`config.mk`:
```
export PLATFORM = sky130hd
export DESIGN_NAME = annexb_nal_frame_classifier
export DESIGN_NICKNAME = d
export VERILOG_FILES = /design/src/hdl/anfc_pkg.sv /design/src/hdl/anfc_in_reg.sv /design/src/hdl/anfc_scan.sv /design/src/hdl/anfc_out_reg.sv /design/src/hdl/annexb_nal_frame_classifier.sv
export SDC_FILE = /design/constraint.sdc
export NUM_CORES = 1
export LEC_CHECK = 0
export ABC_AREA = 1
export ABC_CLOCK_PERIOD_IN_PS = 2600
export BUFFER_PORTS_ARGS = -buffer_cell sky130_fd_sc_hd__buf_2
export CAP_MARGIN = 5
export CORE_ASPECT_RATIO = 0.9
export CORE_MARGIN = 2
export CORE_UTILIZATION = 40
export CTS_BUF_LIST = sky130_fd_sc_hd__clkbuf_8
export DETAILED_ROUTE_END_ITERATION = 10
export GPL_TIMING_DRIVEN = 0
export PLACE_DENSITY = 0.62
export SYNTH_ARGS = -nofsm -noshare
export SYNTH_HDL_FRONTEND = slang
export SYNTH_HIERARCHICAL = 1
export SYNTH_SLANG_ARGS = --single-unit
```
`constraint.sdc`:
```
create_clock -name clk -period 2.6 [get_ports clk]
set_clock_uncertainty 0.1 [all_clocks]
set_input_delay 0.26 -clock clk [delete_from_list [all_inputs] [get_ports clk]]
set_output_delay 0.26 -clock clk [all_outputs]
set_load 0.005 [all_outputs]
```
`src/hdl/anfc_pkg.sv`:
```
// Types and constants of the Annex B NAL frame classifier.
package anfc_pkg;

	localparam int unsigned BYTE_W = 8;
	localparam int unsigned TYPE_W = 5;
	localparam int unsigned COUNT_W = 3;
	localparam int unsigned RUN_W = 2;
	localparam int unsigned RES_W = 6;
	localparam int unsigned M_DATA_W = 8;

	localparam logic [BYTE_W-1:0] HDR_TYPE_MASK = 8'h1f;
	localparam int unsigned SLICE_BIT = 7;
	localparam logic [COUNT_W-1:0] MIN_FRAME_LEN = 3'd5;
	localparam logic [RUN_W-1:0] START_ZEROS = 2'd2;
	localparam logic [BYTE_W-1:0] START_MARK = 8'h01;

	localparam logic [TYPE_W-1:0] NAL_SLICE = 5'd1;
	localparam logic [TYPE_W-1:0] NAL_IDR = 5'd5;
	localparam logic [TYPE_W-1:0] NAL_SEI = 5'd6;
	localparam logic [TYPE_W-1:0] NAL_SPS = 5'd7;
	localparam logic [TYPE_W-1:0] NAL_PPS = 5'd8;
	localparam logic [TYPE_W-1:0] NAL_AUD = 5'd9;

	// One input word.
	typedef struct packed {
		logic              frame_end;
		logic [BYTE_W-1:0] data_byte;
	} item_t;

	// One result; the last member sits in the lowest bit.
	typedef struct packed {
		logic first_slice_start;
		logic saw_sei_or_aud;
		logic saw_param_set;
		logic saw_slice;
		logic droppable;
		logic config_only;
	} res_t;

endpackage

```
`src/hdl/anfc_in_reg.sv`:
```
// Input register stage holding one accepted word.
module anfc_in_reg (
	input  logic          clk,
	input  logic          arst_n,
	input  logic          s_tvalid,
	output logic          s_tready,
	input  anfc_pkg::item_t item,
	input  logic          advance,
	output logic          valid_s1,
	output anfc_pkg::item_t item_s1
);
	import anfc_pkg::*;

	assign s_tready = !valid_s1 || advance;

	always_ff @(posedge clk or negedge arst_n) begin
		if (!arst_n) begin
			valid_s1 <= 1'b0;
		end else if (s_tready) begin
			valid_s1 <= s_tvalid;
		end
	end

	always_ff @(posedge clk) begin
		if (s_tready && s_tvalid) begin
			item_s1 <= item;
		end
	end

endmodule

```
`src/hdl/anfc_scan.sv`:
```
// Start code scanner, NAL type tracking and result formation.
module anfc_scan (
	input  logic            clk,
	input  logic            arst_n,
	input  logic            step,
	input  anfc_pkg::item_t item_s1,
	output anfc_pkg::res_t  res,
	output logic            res_load
);
	import anfc_pkg::*;

	logic [RUN_W-1:0]   zero_run_q, zero_run_n;
	logic               header_due_q, header_due_n;
	logic               slice_due_q, slice_due_n;
	logic               seen_slice_q, seen_slice_n;
	logic               seen_param_q, seen_param_n;
	logic               seen_sei_q, seen_sei_n;
	logic               vcl_found_q, vcl_found_n;
	logic               fsb_q, fsb_n;
	logic [COUNT_W-1:0] count_q, count_n;
	logic [BYTE_W-1:0]  b;
	logic [TYPE_W-1:0]  hdr_type;
	logic               long_enough;

	assign b = item_s1.data_byte;
	assign hdr_type = TYPE_W'(b & HDR_TYPE_MASK);

	always_comb begin
		zero_run_n = zero_run_q;
		header_due_n = header_due_q;
		slice_due_n = 1'b0;
		seen_slice_n = seen_slice_q;
		seen_param_n = seen_param_q;
		seen_sei_n = seen_sei_q;
		vcl_found_n = vcl_found_q;
		fsb_n = slice_due_q ? b[SLICE_BIT] : fsb_q;
		count_n = (count_q < MIN_FRAME_LEN) ? count_q + COUNT_W'(1) : count_q;

		if (header_due_q) begin
			// The header byte never takes part in a start code.
			if (hdr_type inside {NAL_SLICE, NAL_IDR}) begin
				seen_slice_n = 1'b1;
			end else if (hdr_type inside {NAL_SPS, NAL_PPS}) begin
				seen_param_n = 1'b1;
			end else if (hdr_type inside {NAL_SEI, NAL_AUD}) begin
				seen_sei_n = 1'b1;
			end
			if (!vcl_found_q && (hdr_type inside {[NAL_SLICE:NAL_IDR]})) begin
				vcl_found_n = 1'b1;
				slice_due_n = 1'b1;
			end
			header_due_n = 1'b0;
			zero_run_n = '0;
		end else if (b == '0) begin
			if (zero_run_q < START_ZEROS) begin
				zero_run_n = zero_run_q + RUN_W'(1);
			end
		end else if (b == START_MARK && zero_run_q >= START_ZEROS) begin
			header_due_n = 1'b1;
			zero_run_n = '0;
		end else begin
			zero_run_n = '0;
		end
	end

	assign long_enough = (count_n >= MIN_FRAME_LEN);

	always_comb begin
		res.saw_slice = long_enough && seen_slice_n;
		res.saw_param_set = long_enough && seen_param_n;
		res.saw_sei_or_aud = long_enough && seen_sei_n;
		res.config_only = !res.saw_slice && res.saw_param_set;
		res.droppable = !res.saw_slice && !res.saw_param_set && res.saw_sei_or_aud;
		res.first_slice_start = fsb_n;
	end

	assign res_load = step && item_s1.frame_end;

	always_ff @(posedge clk or negedge arst_n) begin
		if (!arst_n) begin
			zero_run_q <= '0;
			header_due_q <= 1'b0;
			slice_due_q <= 1'b0;
			seen_slice_q <= 1'b0;
			seen_param_q <= 1'b0;
			seen_sei_q <= 1'b0;
			vcl_found_q <= 1'b0;
			fsb_q <= 1'b1;
			count_q <= '0;
		end else if (step) begin
			if (item_s1.frame_end) begin
				// The frame is done; start the next one from scratch.
				zero_run_q <= '0;
				header_due_q <= 1'b0;
				slice_due_q <= 1'b0;
				seen_slice_q <= 1'b0;
				seen_param_q <= 1'b0;
				seen_sei_q <= 1'b0;
				vcl_found_q <= 1'b0;
				fsb_q <= 1'b1;
				count_q <= '0;
			end else begin
				zero_run_q <= zero_run_n;
				header_due_q <= header_due_n;
				slice_due_q <= slice_due_n;
				seen_slice_q <= seen_slice_n;
				seen_param_q <= seen_param_n;
				seen_sei_q <= seen_sei_n;
				vcl_found_q <= vcl_found_n;
				fsb_q <= fsb_n;
				count_q <= count_n;
			end
		end
	end

endmodule

```
`src/hdl/anfc_out_reg.sv`:
```
// Result register driving the master side.
module anfc_out_reg (
	input  logic                           clk,
	input  logic                           arst_n,
	input  logic                           load,
	input  anfc_pkg::res_t                 res,
	output logic                           room,
	output logic                           m_tvalid,
	input  logic                           m_tready,
	output logic [anfc_pkg::M_DATA_W-1:0]  m_tdata
);
	import anfc_pkg::*;

	res_t res_q;

	assign room = !m_tvalid || m_tready;
	assign m_tdata = {(M_DATA_W-RES_W)'(0), res_q};

	always_ff @(posedge clk or negedge arst_n) begin
		if (!arst_n) begin
			m_tvalid <= 1'b0;
		end else if (room) begin
			m_tvalid <= load;
		end
	end

	always_ff @(posedge clk) begin
		if (load) begin
			res_q <= res;
		end
	end

endmodule

```
`src/hdl/annexb_nal_frame_classifier.sv`:
```
// Top level of the Annex B NAL frame classifier.
//
// The slave side takes one frame byte per word, with s_tlast on the final
// byte of the frame. The block looks for 00 00 01 start codes, classifies
// each NAL header that follows and, on the final byte only, sends one word
// on the master side with the frame's classification flags.
// Throughput is one byte per cycle, except while a final byte waits for a
// free result register. An accepted word sits in the input register and is
// scanned from there; the result of a final byte is loaded into the result
// register, which drives m_tvalid and m_tdata.
// Bytes that are not final never need the result register, so they keep
// flowing while a finished result waits for m_tready. A final byte waits in
// the input register only while the result register is still occupied, and
// s_tready drops for just that case.
// Reset empties both registers and puts the scanner at the start of a frame.
// Frames shorter than five bytes report all type flags as zero.
module annexb_nal_frame_classifier (
	input  logic       clk,
	input  logic       arst_n,
	input  logic       s_tvalid,
	output logic       s_tready,
	input  logic [7:0] s_tdata,   // [7:0] data_byte
	input  logic       s_tlast,   // frame_end
	output logic       m_tvalid,
	input  logic       m_tready,
	// [0] config_only, [1] droppable, [2] saw_slice, [3] saw_param_set,
	// [4] saw_sei_or_aud, [5] first_slice_start, [7:6] zero
	output logic [7:0] m_tdata
);
	import anfc_pkg::*;

	item_t item;
	item_t item_s1;
	logic  valid_s1;
	logic  step;
	logic  room;
	logic  res_load;
	res_t  res;

	assign item.data_byte = s_tdata;
	assign item.frame_end = s_tlast;

	// Only a final byte needs a free result register to move on.
	assign step = valid_s1 && (!item_s1.frame_end || room);

	anfc_in_reg u_in_reg (
		.clk      (clk),
		.arst_n   (arst_n),
		.s_tvalid (s_tvalid),
		.s_tready (s_tready),
		.item     (item),
		.advance  (step),
		.valid_s1 (valid_s1),
		.item_s1  (item_s1)
	);

	anfc_scan u_scan (
		.clk      (clk),
		.arst_n   (arst_n),
		.step     (step),
		.item_s1  (item_s1),
		.res      (res),
		.res_load (res_load)
	);

	anfc_out_reg u_out_reg (
		.clk      (clk),
		.arst_n   (arst_n),
		.load     (res_load),
		.res      (res),
		.room     (room),
		.m_tvalid (m_tvalid),
		.m_tready (m_tready),
		.m_tdata  (m_tdata)
	);

endmodule

```
==> results.json, run 1 <==
{
  "status": "finished, final reports clean",
  "drive_gt1_share_pct": 29.1,
  "cts_setup_buffers": 0,
  "synth_cell_types": 30,
  "start_util_pct": 41.8,
  "dr.pass1.iters": 4,
  "wirelength_um": 2400,
  "drt_iter0_drc": 27,
  "hold_slack_ns": 0.0573,
  "yosysTopAreaCell": "edfxtp_1",
  "vias_per_cell": 4.62,
  "worst_setup_path_end_kind": "flop",
  "coreArea_um2": 3350,
  "gr-usage-all-layers_pct": 14.4,
  "netlist.area_leader.share_pct": 32.1,
  "synth_cells": 145,
  "seqCellArea_um2": 802,
  "rr_endpoint": "u_in_reg/item_s1[7]",
  "tns_ns": 0,
  "h-tree-depth": 2,
  "synth.area.top_cells": "edfxtp_1 (32%), dfrtp_1 (23%), inv_1 (6.4%), nand2_1 (5.6%), nor2_1 (4.0%)",
  "p_leak_nw": 0.782,
  "yosysSeqAreaShare_pct": 57.2,
  "cp-endpoint": "u_in_reg/item_s1[7]",
  "yosysMostFrequentCell": "inv_1",
  "max_slew_margin_pct": 44.6,
  "vdd_drop_max_uv": 356,
  "pre_cts_slack_ns": 0.689,
  "clockRootBuffer": "clkbuf_8",
  "area_growth_pct": 17.9,
  "multi_input_area_um2": 458,
  "drv_slew": 0,
  "final-setup-viol-count": 0,
  "synth-seq-cells": 29,
  "crit_type": "reg -> reg",
  "clk_latency_ns": 0.28,
  "power_mw": 1.08,
  "grt_pass1_vias": 955,
  "num_vias": 1011,
  "ios": 23,
  "std_cell_rows": 20,
  "hp-class": "in -> reg",
  "max_freq_mhz": 533,
  "grt-ovfl-total": 0,
  "gp_congestion": 0.809,
  "syn_area_um2": 1400,
  "fin_ws_ns": 0.722,
  "crit_fanout": 9,
  "drc_errors": 0,
  "die_h_um": 60.2,
  "grt_first_pass_wirelength_um": 4110,
  "clk_pin_slew_ns": 0.06,
  "fin_crit_ns": 1.88,
  "cellPowerDensity_nw_per_um2": 654,
  "wl_per_cell_um": 11.0,
  "cts_buffers": 5,
  "ctsHoldBuffers": 1,
  "synth_commonest_cells": "inv_1 (24), nand2_1 (21), edfxtp_1 (15), nor2_1 (15), dfrtp_1 (13)",
  "die_w_um": 66.4,
  "hpwl_um": 1820,
  "yosys_most_used_dff": "edfxtp_1",
  "fin_util_pct": 49.3,
  "fillCellCount": 326,
  "antenna_found_initial": 0,
  "async_reset_ff_share_pct": 48.3,
  "hold_violations": 0,
  "timing.final.crit_share_pct": 72.2,
  "r2r-start": "u_in_reg/item_s1[8]",
  "layout.nets": 189,
  "regToRegSetupSlack_ns": 0.72,
  "tightestPinTransition_ns": 0.831,
  "syn_avg_cell_area_um2": 9.66,
  "worstSetupStartpointType": "flop",
  "cts_tree": "yes",
  "worst_r2r_path_depth": 3,
  "crit_path_start": "u_in_reg/item_s1[8]",
  "synth_edf_count": 15,
  "clock_path_buffers": 2,
  "yosysWarnings": 6,
  "worstPathRequired_ns": 2.40,
  "io_buffers": 20,
  "cts.repair.resized": 0,
  "worstPathArrival_ns": 1.68,
  "clock-sinks": 29,
  "ant_nets": 0,
  "rsz0062_at_grt": "false",
  "grt_max_degree": 15,
  "drv_cap": 0,
  "dieArea_um2": 3990,
  "n_antenna_cell": 0
}
==> report_power, final <==
group          switching (mW)  internal [mW]
Clock                   0.160          0.181
Combinational           0.119         0.0667
Sequential             0.0299          0.525
==> worst max-delay path, stage by stage (launching register included) <==
cell      delay (ns)
edfxtp_1        0.48
a21oi_2         0.21
inv_1           0.07
a21oi_1         0.65
==> per-layer routing <==
layer / track usage, % / vias up / part of all wire [%]
li1: - / 525 / -
met1: 15.3 / 459 / 43
met2: 24.6 / 25 / 51
met3: 6.78 / 2 / 5.1
met4: 6.12 / 0 / 0.71
met5: 0 / - / 0
==> flip-flops by register name, summed over array words and instances, names as in the netlist <==
register	count
u_scan/header_due_q	1
u_in_reg/item_s1	9
u_out_reg/m_tvalid	1
u_scan/fsb_q	1
u_scan/seen_slice_q	1
u_scan/vcl_found_q	1
u_scan/slice_due_q	1
u_scan/count_q	3
u_scan/seen_sei_q	1
u_in_reg/valid_s1	1
u_scan/seen_param_q	1
u_out_reg/m_tdata	6
u_scan/zero_run_q	2
==> final cells by class <==
type,instances,share of cell area (%)
clock buffers,5,4.16
inverters,29,6.74
multi-input cells,84,27.7
flip-flops and latches,29,48.5
clock inverters,3,0.833
repair buffers,21,6.66
plain buffers,4,2.04
well taps,44,3.33
==> metrics by stage <==
stage               cells  instance area, um2
detailed placement    210                1560
global placement      210                1560
finish                219                1650
global route          219                1650
CTS                   219                1650
floorplan             146                1410
==> logic make-up after synthesis <==
kind of cell	after synthesis	share of synthesized area, %
AO/OA/AOI/OAI	24	10.9
XOR/XNOR	1	0.625
adder cells (fa/ha/maj)	2	1.79
buffers and inverters	33	10.4
flip-flops	29	57.2
other	1	0.268
AND/OR/NAND/NOR	55	18.8
==> cell usage in the layout, fill, tap and decap left out, drive strengths merged, types with 2 or more instances in the layout <==
cell and count:
buf 24, nand4 2, clkinv 2, edfxtp 15, conb 2, a21oi 8
clkbuf 5, nor2 21, ha 2, o2111ai 2, dfrtp 13, nand3 7
nand2 23, o21ai 10, inv 30
==> worst min-delay path by stage <==
stage               slack (ns)  cells past startpoint  startpoint             endpoint
finish                    0.06                      1  s_tdata[6]  u_in_reg/item_s1[6]
global placement          0.08                      1      arst_n    u_in_reg/valid_s1
floorplan                -0.14                      0      arst_n    u_in_reg/valid_s1
CTS                       0.05                      1  s_tdata[6]  u_in_reg/item_s1[6]
detailed placement        0.09                      1      arst_n    u_scan/count_q[0]
global route              0.04                      1  s_tdata[1]  u_in_reg/item_s1[1]
Power figures use the tool's default switching activity.
==> run 2, diff against run 1 <==
Settings changed: ABC_CLOCK_PERIOD_IN_PS 2600 to 1860.
Clock period 2.6 ns to 1.86 ns, I/O delays scaled along.
==> run 2 against run 1 <==
Effect of this change: setup slack got worse by 0.53 ns; combinational power is 48% higher; count of clock-buffer cells in the layout did not move.
==> results.json, run 2 (synthesized netlist as in run 1, its figures left out) <==
{
  "status": "finished, final reports clean",
  "area_growth_pct": 24.6,
  "gp_congestion": 0.809,
  "gr-usage-all-layers_pct": 14.9,
  "drv_slew": 0,
  "ios": 23,
  "antenna_found_initial": 0,
  "dp_cells": 210,
  "crit_fanout": 10,
  "clk_latency_ns": 0.28,
  "max_freq_mhz": 600,
  "clock_path_buffers": 2,
  "drv_cap": 0,
  "n_antenna_cell": 0,
  "cellPowerDensity_nw_per_um2": 873,
  "cts_tree": "yes",
  "cts_buffers": 5,
  "worstPathRequired_ns": 1.70,
  "start_util_pct": 41.8,
  "final_cell_mix": "inv_1 (25), nand2_1 (21), buf_2 (20), edfxtp_1 (15), nor2_1 (15)",
  "p_sw_share_pct": 28.4,
  "drt_iter0_drc": 25,
  "clk_pin_slew_ns": 0.06,
  "fin_crit_ns": 1.67,
  "largest_register_ffs": 9,
  "regMostFlops": "u_in_reg/item_s1",
  "vdd_drop_max_uv": 498,
  "hpwl_um": 1820,
  "drive_gt1_share_pct": 28.3,
  "crit_path_start": "u_in_reg/item_s1[8]",
  "num_vias": 1042,
  "tns_ns": 0,
  "crit_type": "reg -> reg",
  "h-tree-depth": 2,
  "coreArea_um2": 3350,
  "die_w_um": 66.4,
  "worst_setup_path_end_kind": "flop",
  "grt-ovfl-total": 0,
  "worstPathArrival_ns": 1.51,
  "vias_per_cell": 4.57,
  "final-setup-viol-count": 0,
  "p_clk_share_pct": 31.1,
  "grt_first_pass_wirelength_um": 4280,
  "hold_violations": 0,
  "ant_nets": 0,
  "cts_setup_buffers": 0,
  "dr.pass1.iters": 4,
  "switching_power_uw": 434,
  "clockRootBuffer": "clkbuf_8",
  "io_buffers": 20,
  "internal_power_mw": 1.09,
  "fin_ws_ns": 0.193,
  "clock-sinks": 29,
  "pwr-share-seq_pct": 50.8,
  "p_leak_nw": 0.820,
  "stdcell_count": 228,
  "grt_max_degree": 15,
  "wl_per_cell_um": 10.9,
  "hold_slack_ns": 0.0352,
  "fin_util_pct": 52.1,
  "die_h_um": 60.2,
  "rsz0062_at_grt": "false",
  "std_cell_rows": 20,
  "final_common_cell": "inv_1",
  "hp-class": "in -> reg",
  "hold_start": "s_tvalid",
  "p_comb_share_pct": 18.0,
  "dieArea_um2": 3990,
  "r2r-start": "u_in_reg/item_s1[8]",
  "worstSetupStartpointType": "flop",
  "wirelength_um": 2480,
  "timing.final.crit_share_pct": 89.6,
  "layout.nets": 198,
  "drc_errors": 0,
  "pre_cts_slack_ns": -0.0512,
  "grt_pass1_vias": 1018
}
-- run 2: cell count changes in the layout (fill, tap and decap cells not counted) --
| cell | change |
|---|---|
| dlygate4sd3_1 | +9 |
| a21oi_1 | -1 |
| a21oi_2 | +1 |
-- run 2: area by class of cell --
cell class	count	area, um2
buffer	4	33.8
clock buffer	5	68.8
clock inverter	3	13.8
fill	315	1610
inverter	29	111
multi-input combinational	84	462
sequential	29	802
tap	44	55.1
timing repair buffer	30	200
-- run 2: power groups by stage --
| stage | clock network (mW) | logic [mW] | registers [mW] |
|---|---|---|---|
| global placement | 0 | 0.246 | 0.783 |
| CTS | 0.501 | 0.278 | 0.774 |
| global route | 0.536 | 0.313 | 0.782 |
| floorplan | 0 | 0.185 | 0.780 |
| detailed placement | 0 | 0.259 | 0.787 |
| finish | 0.475 | 0.275 | 0.775 |
-- run 2: metal layers --
| layer | track usage [%] | vias to the layer above | wire [um] |
|---|---|---|---|
| met2 | 26.0 | 24 | 1290 |
| met3 | 6.78 | 2 | 116 |
| li1 | - | 543 | - |
| met5 | 0 | - | 0 |
| met1 | 15.7 | 473 | 1060 |
| met4 | 6.12 | 0 | 17 |
-- run 2: path summary, 6_finish.rpt --
kind | endpoint | slack [ns] | cells past startpoint
max | u_out_reg/m_tdata[1] | 0.19 | 4
min | u_in_reg/valid_s1 | 0.04 | 3
max reg2reg | u_out_reg/m_tdata[1] | 0.19 | 4
min reg2reg | u_scan/vcl_found_q | 0.38 | 2
max in group asynchronous | u_scan/fsb_q | 1.14 | 2
min in group asynchronous | u_scan/count_q[2] | 0.23 | 2
-- run 2: repair_timing --
item                       4_1_cts  5_1_grt
hold buffers                    10        0
hold endpoints to repair        23        0
setup endpoints to repair        9        0
gates resized for setup          1        0
-- run 2: metrics by stage --
step / total power, mW / cell area (um2)
detailed placement: 1.05 / 1560
floorplan: 0.965 / 1410
finish: 1.53 / 1750
global route: 1.63 / 1750
global placement: 1.03 / 1560
CTS: 1.55 / 1750
-- run 2: worst max-delay path: stages (launching register included) --
cell and delay, ns:
edfxtp_1 0.48, a21oi_2 0.21, buf_6 0.16, nand2_1 0.11, inv_1 0.28
==> run 3, diff against run 2 <==
==> constraint.sdc (replaced) <==
create_clock -name clk -period 1.86 [get_ports clk]
set_clock_uncertainty 0.1 [all_clocks]
set_input_delay 0.279 -clock clk [delete_from_list [all_inputs] [get_ports clk]]
set_output_delay 0.279 -clock clk [all_outputs]
set_load 0.005 [all_outputs]
==> run 3 against run 2 <==
Effect of this change: routed wire length decreased by 3.2%; cell count shrank 3.9%; critical path type unchanged; clock power hardly changed; largest cell class unchanged; fmax increased by 0.15%; non-clock buffer count decreased by 9.
==> results.json, run 3 (synthesized netlist as in run 1, its figures left out) <==
{
  "ios": 23,
  "layout.nets": 189,
  "max_freq_mhz": 601,
  "final_cell_mix": "inv_1 (25), nand2_1 (21), buf_2 (20), edfxtp_1 (15), nor2_1 (15)",
  "std_cell_rows": 20,
  "power_mw": 1.51,
  "cp_num_buf_inv": 2,
  "num_vias": 1010,
  "final_common_cell": "inv_1",
  "ant_nets": 0,
  "io_buffers": 20,
  "vias_per_cell": 4.61,
  "clk_latency_ns": 0.28,
  "hold_violations": 0,
  "n_antenna_cell": 0,
  "gr-usage-all-layers_pct": 14.4,
  "worstPathRequired_ns": 1.71,
  "hold_slack_ns": 0.0763,
  "start_util_pct": 41.8,
  "fin_crit_ns": 1.66,
  "worst_setup_path_end_kind": "flop",
  "cts_tree": "yes",
  "drv_slew": 0,
  "regMostFlops": "u_in_reg/item_s1",
  "worstSetupStartpointType": "flop",
  "cpMaxStageDelayCell": "edfxtp_1",
  "vdd_drop_max_uv": 497,
  "status": "finished, final reports clean",
  "hp-class": "in -> reg",
  "crit_fanout": 10,
  "cts_buffers": 5,
  "drv_cap": 0,
  "grt_max_degree": 15,
  "antenna_found_initial": 0,
  "drt_iter0_drc": 28,
  "h-tree-depth": 2,
  "drive_gt1_share_pct": 29.7,
  "grt_first_pass_wirelength_um": 4110,
  "cellPowerDensity_nw_per_um2": 913,
  "fillCellCount": 326,
  "clock_path_buffers": 2,
  "drc_errors": 0,
  "wl_per_cell_um": 11.0,
  "coreArea_um2": 3350,
  "hpwl_um": 1820,
  "max_stage_delay_ns": 0.48,
  "largest_register_ffs": 9,
  "clk_pin_slew_ns": 0.06,
  "p_leak_nw": 0.782,
  "area_growth_pct": 18.2,
  "wirelength_um": 2400,
  "clockRootBuffer": "clkbuf_8",
  "worstPathArrival_ns": 1.51,
  "dieArea_um2": 3990,
  "crit_type": "reg -> reg",
  "gp_congestion": 0.809,
  "rsz0062_at_grt": "false",
  "final-setup-viol-count": 0,
  "dr.pass1.iters": 4,
  "die_h_um": 60.2,
  "path_cells": "a21oi_2 -> buf_6 -> nand2_1 -> inv_1",
  "clock-sinks": 29,
  "grt_pass1_vias": 955,
  "timing.final.crit_share_pct": 89.5,
  "tns_ns": 0,
  "grt-ovfl-total": 0,
  "critPathTopFamily": "flip-flops",
  "die_w_um": 66.4,
  "cts_setup_buffers": 0
}
==> run 3: cell count changes in the layout (fill, tap and decap cells not counted), sizes merged <==
cell and delta:
dlygate4sd3 -9
==> run 3: through the flow <==
step / cell area, um2 / cells / util (%) / setup WS [ns]
final: 1660 / 219 / 49.4 / 0.196
after global routing: 1660 / 219 / 49.4 / 0.0897
after CTS: 1660 / 219 / 49.4 / 0.162
after detailed placement: 1560 / 210 / 46.5 / -0.0512
after global placement: 1560 / 210 / 46.5 / -0.0392
after floorplan: 1410 / 146 / - / 0.178
==> run 3: layout make-up <==
cell class	count	area, um2	share of cell area, %
timing repair buffer	21	110	6.65
clock buffer	5	68.8	4.15
sequential	29	802	48.4
inverter	29	111	6.72
clock inverter	3	13.8	0.831
tap	44	55.1	3.32
buffer	4	33.8	2.04
multi-input combinational	84	462	27.9
==> run 3: worst reg2reg max path: stages (launching register included) <==
cell,delay (ns)
edfxtp_1,0.48
a21oi_2,0.21
buf_6,0.16
nand2_1,0.11
inv_1,0.28
==> run 3: power by group <==
part           total (mW)  internal (mW)  switching [mW]
registers           0.775          0.733          0.0422
logic               0.261         0.0939           0.167
clock network       0.476          0.253           0.223
total                1.51           1.08           0.432
==> run 3: routing by layer <==
layer  track usage (%)  share of wire, %  up-vias
li1                  -                 -      525
met1              15.3                43      458
met2              24.6                51       25
met3              6.78               5.1        2
met4              6.12              0.71        0
met5                 0                 0        -
==> run 3: worst paths after layout <==
check	from	end	slack (ns)	cells after the start
worst max-delay path	u_in_reg/item_s1[8]	u_out_reg/m_tdata[1]	0.20	4
worst min-delay path	s_tdata[6]	u_in_reg/item_s1[6]	0.08	1
worst max register to register	u_in_reg/item_s1[8]	u_out_reg/m_tdata[1]	0.20	4
worst min register to register	u_scan/vcl_found_q	u_scan/vcl_found_q	0.38	2
max in group asynchronous	arst_n	u_scan/fsb_q	1.04	2
min in group asynchronous	arst_n	u_scan/count_q[2]	0.34	2
==> run 3: timing repair <==
item                       CTS  global route
resized for setup            1             0
hold endpoints to repair    13             0
hold buffers                 1             0
setup endpoints to repair    9             0
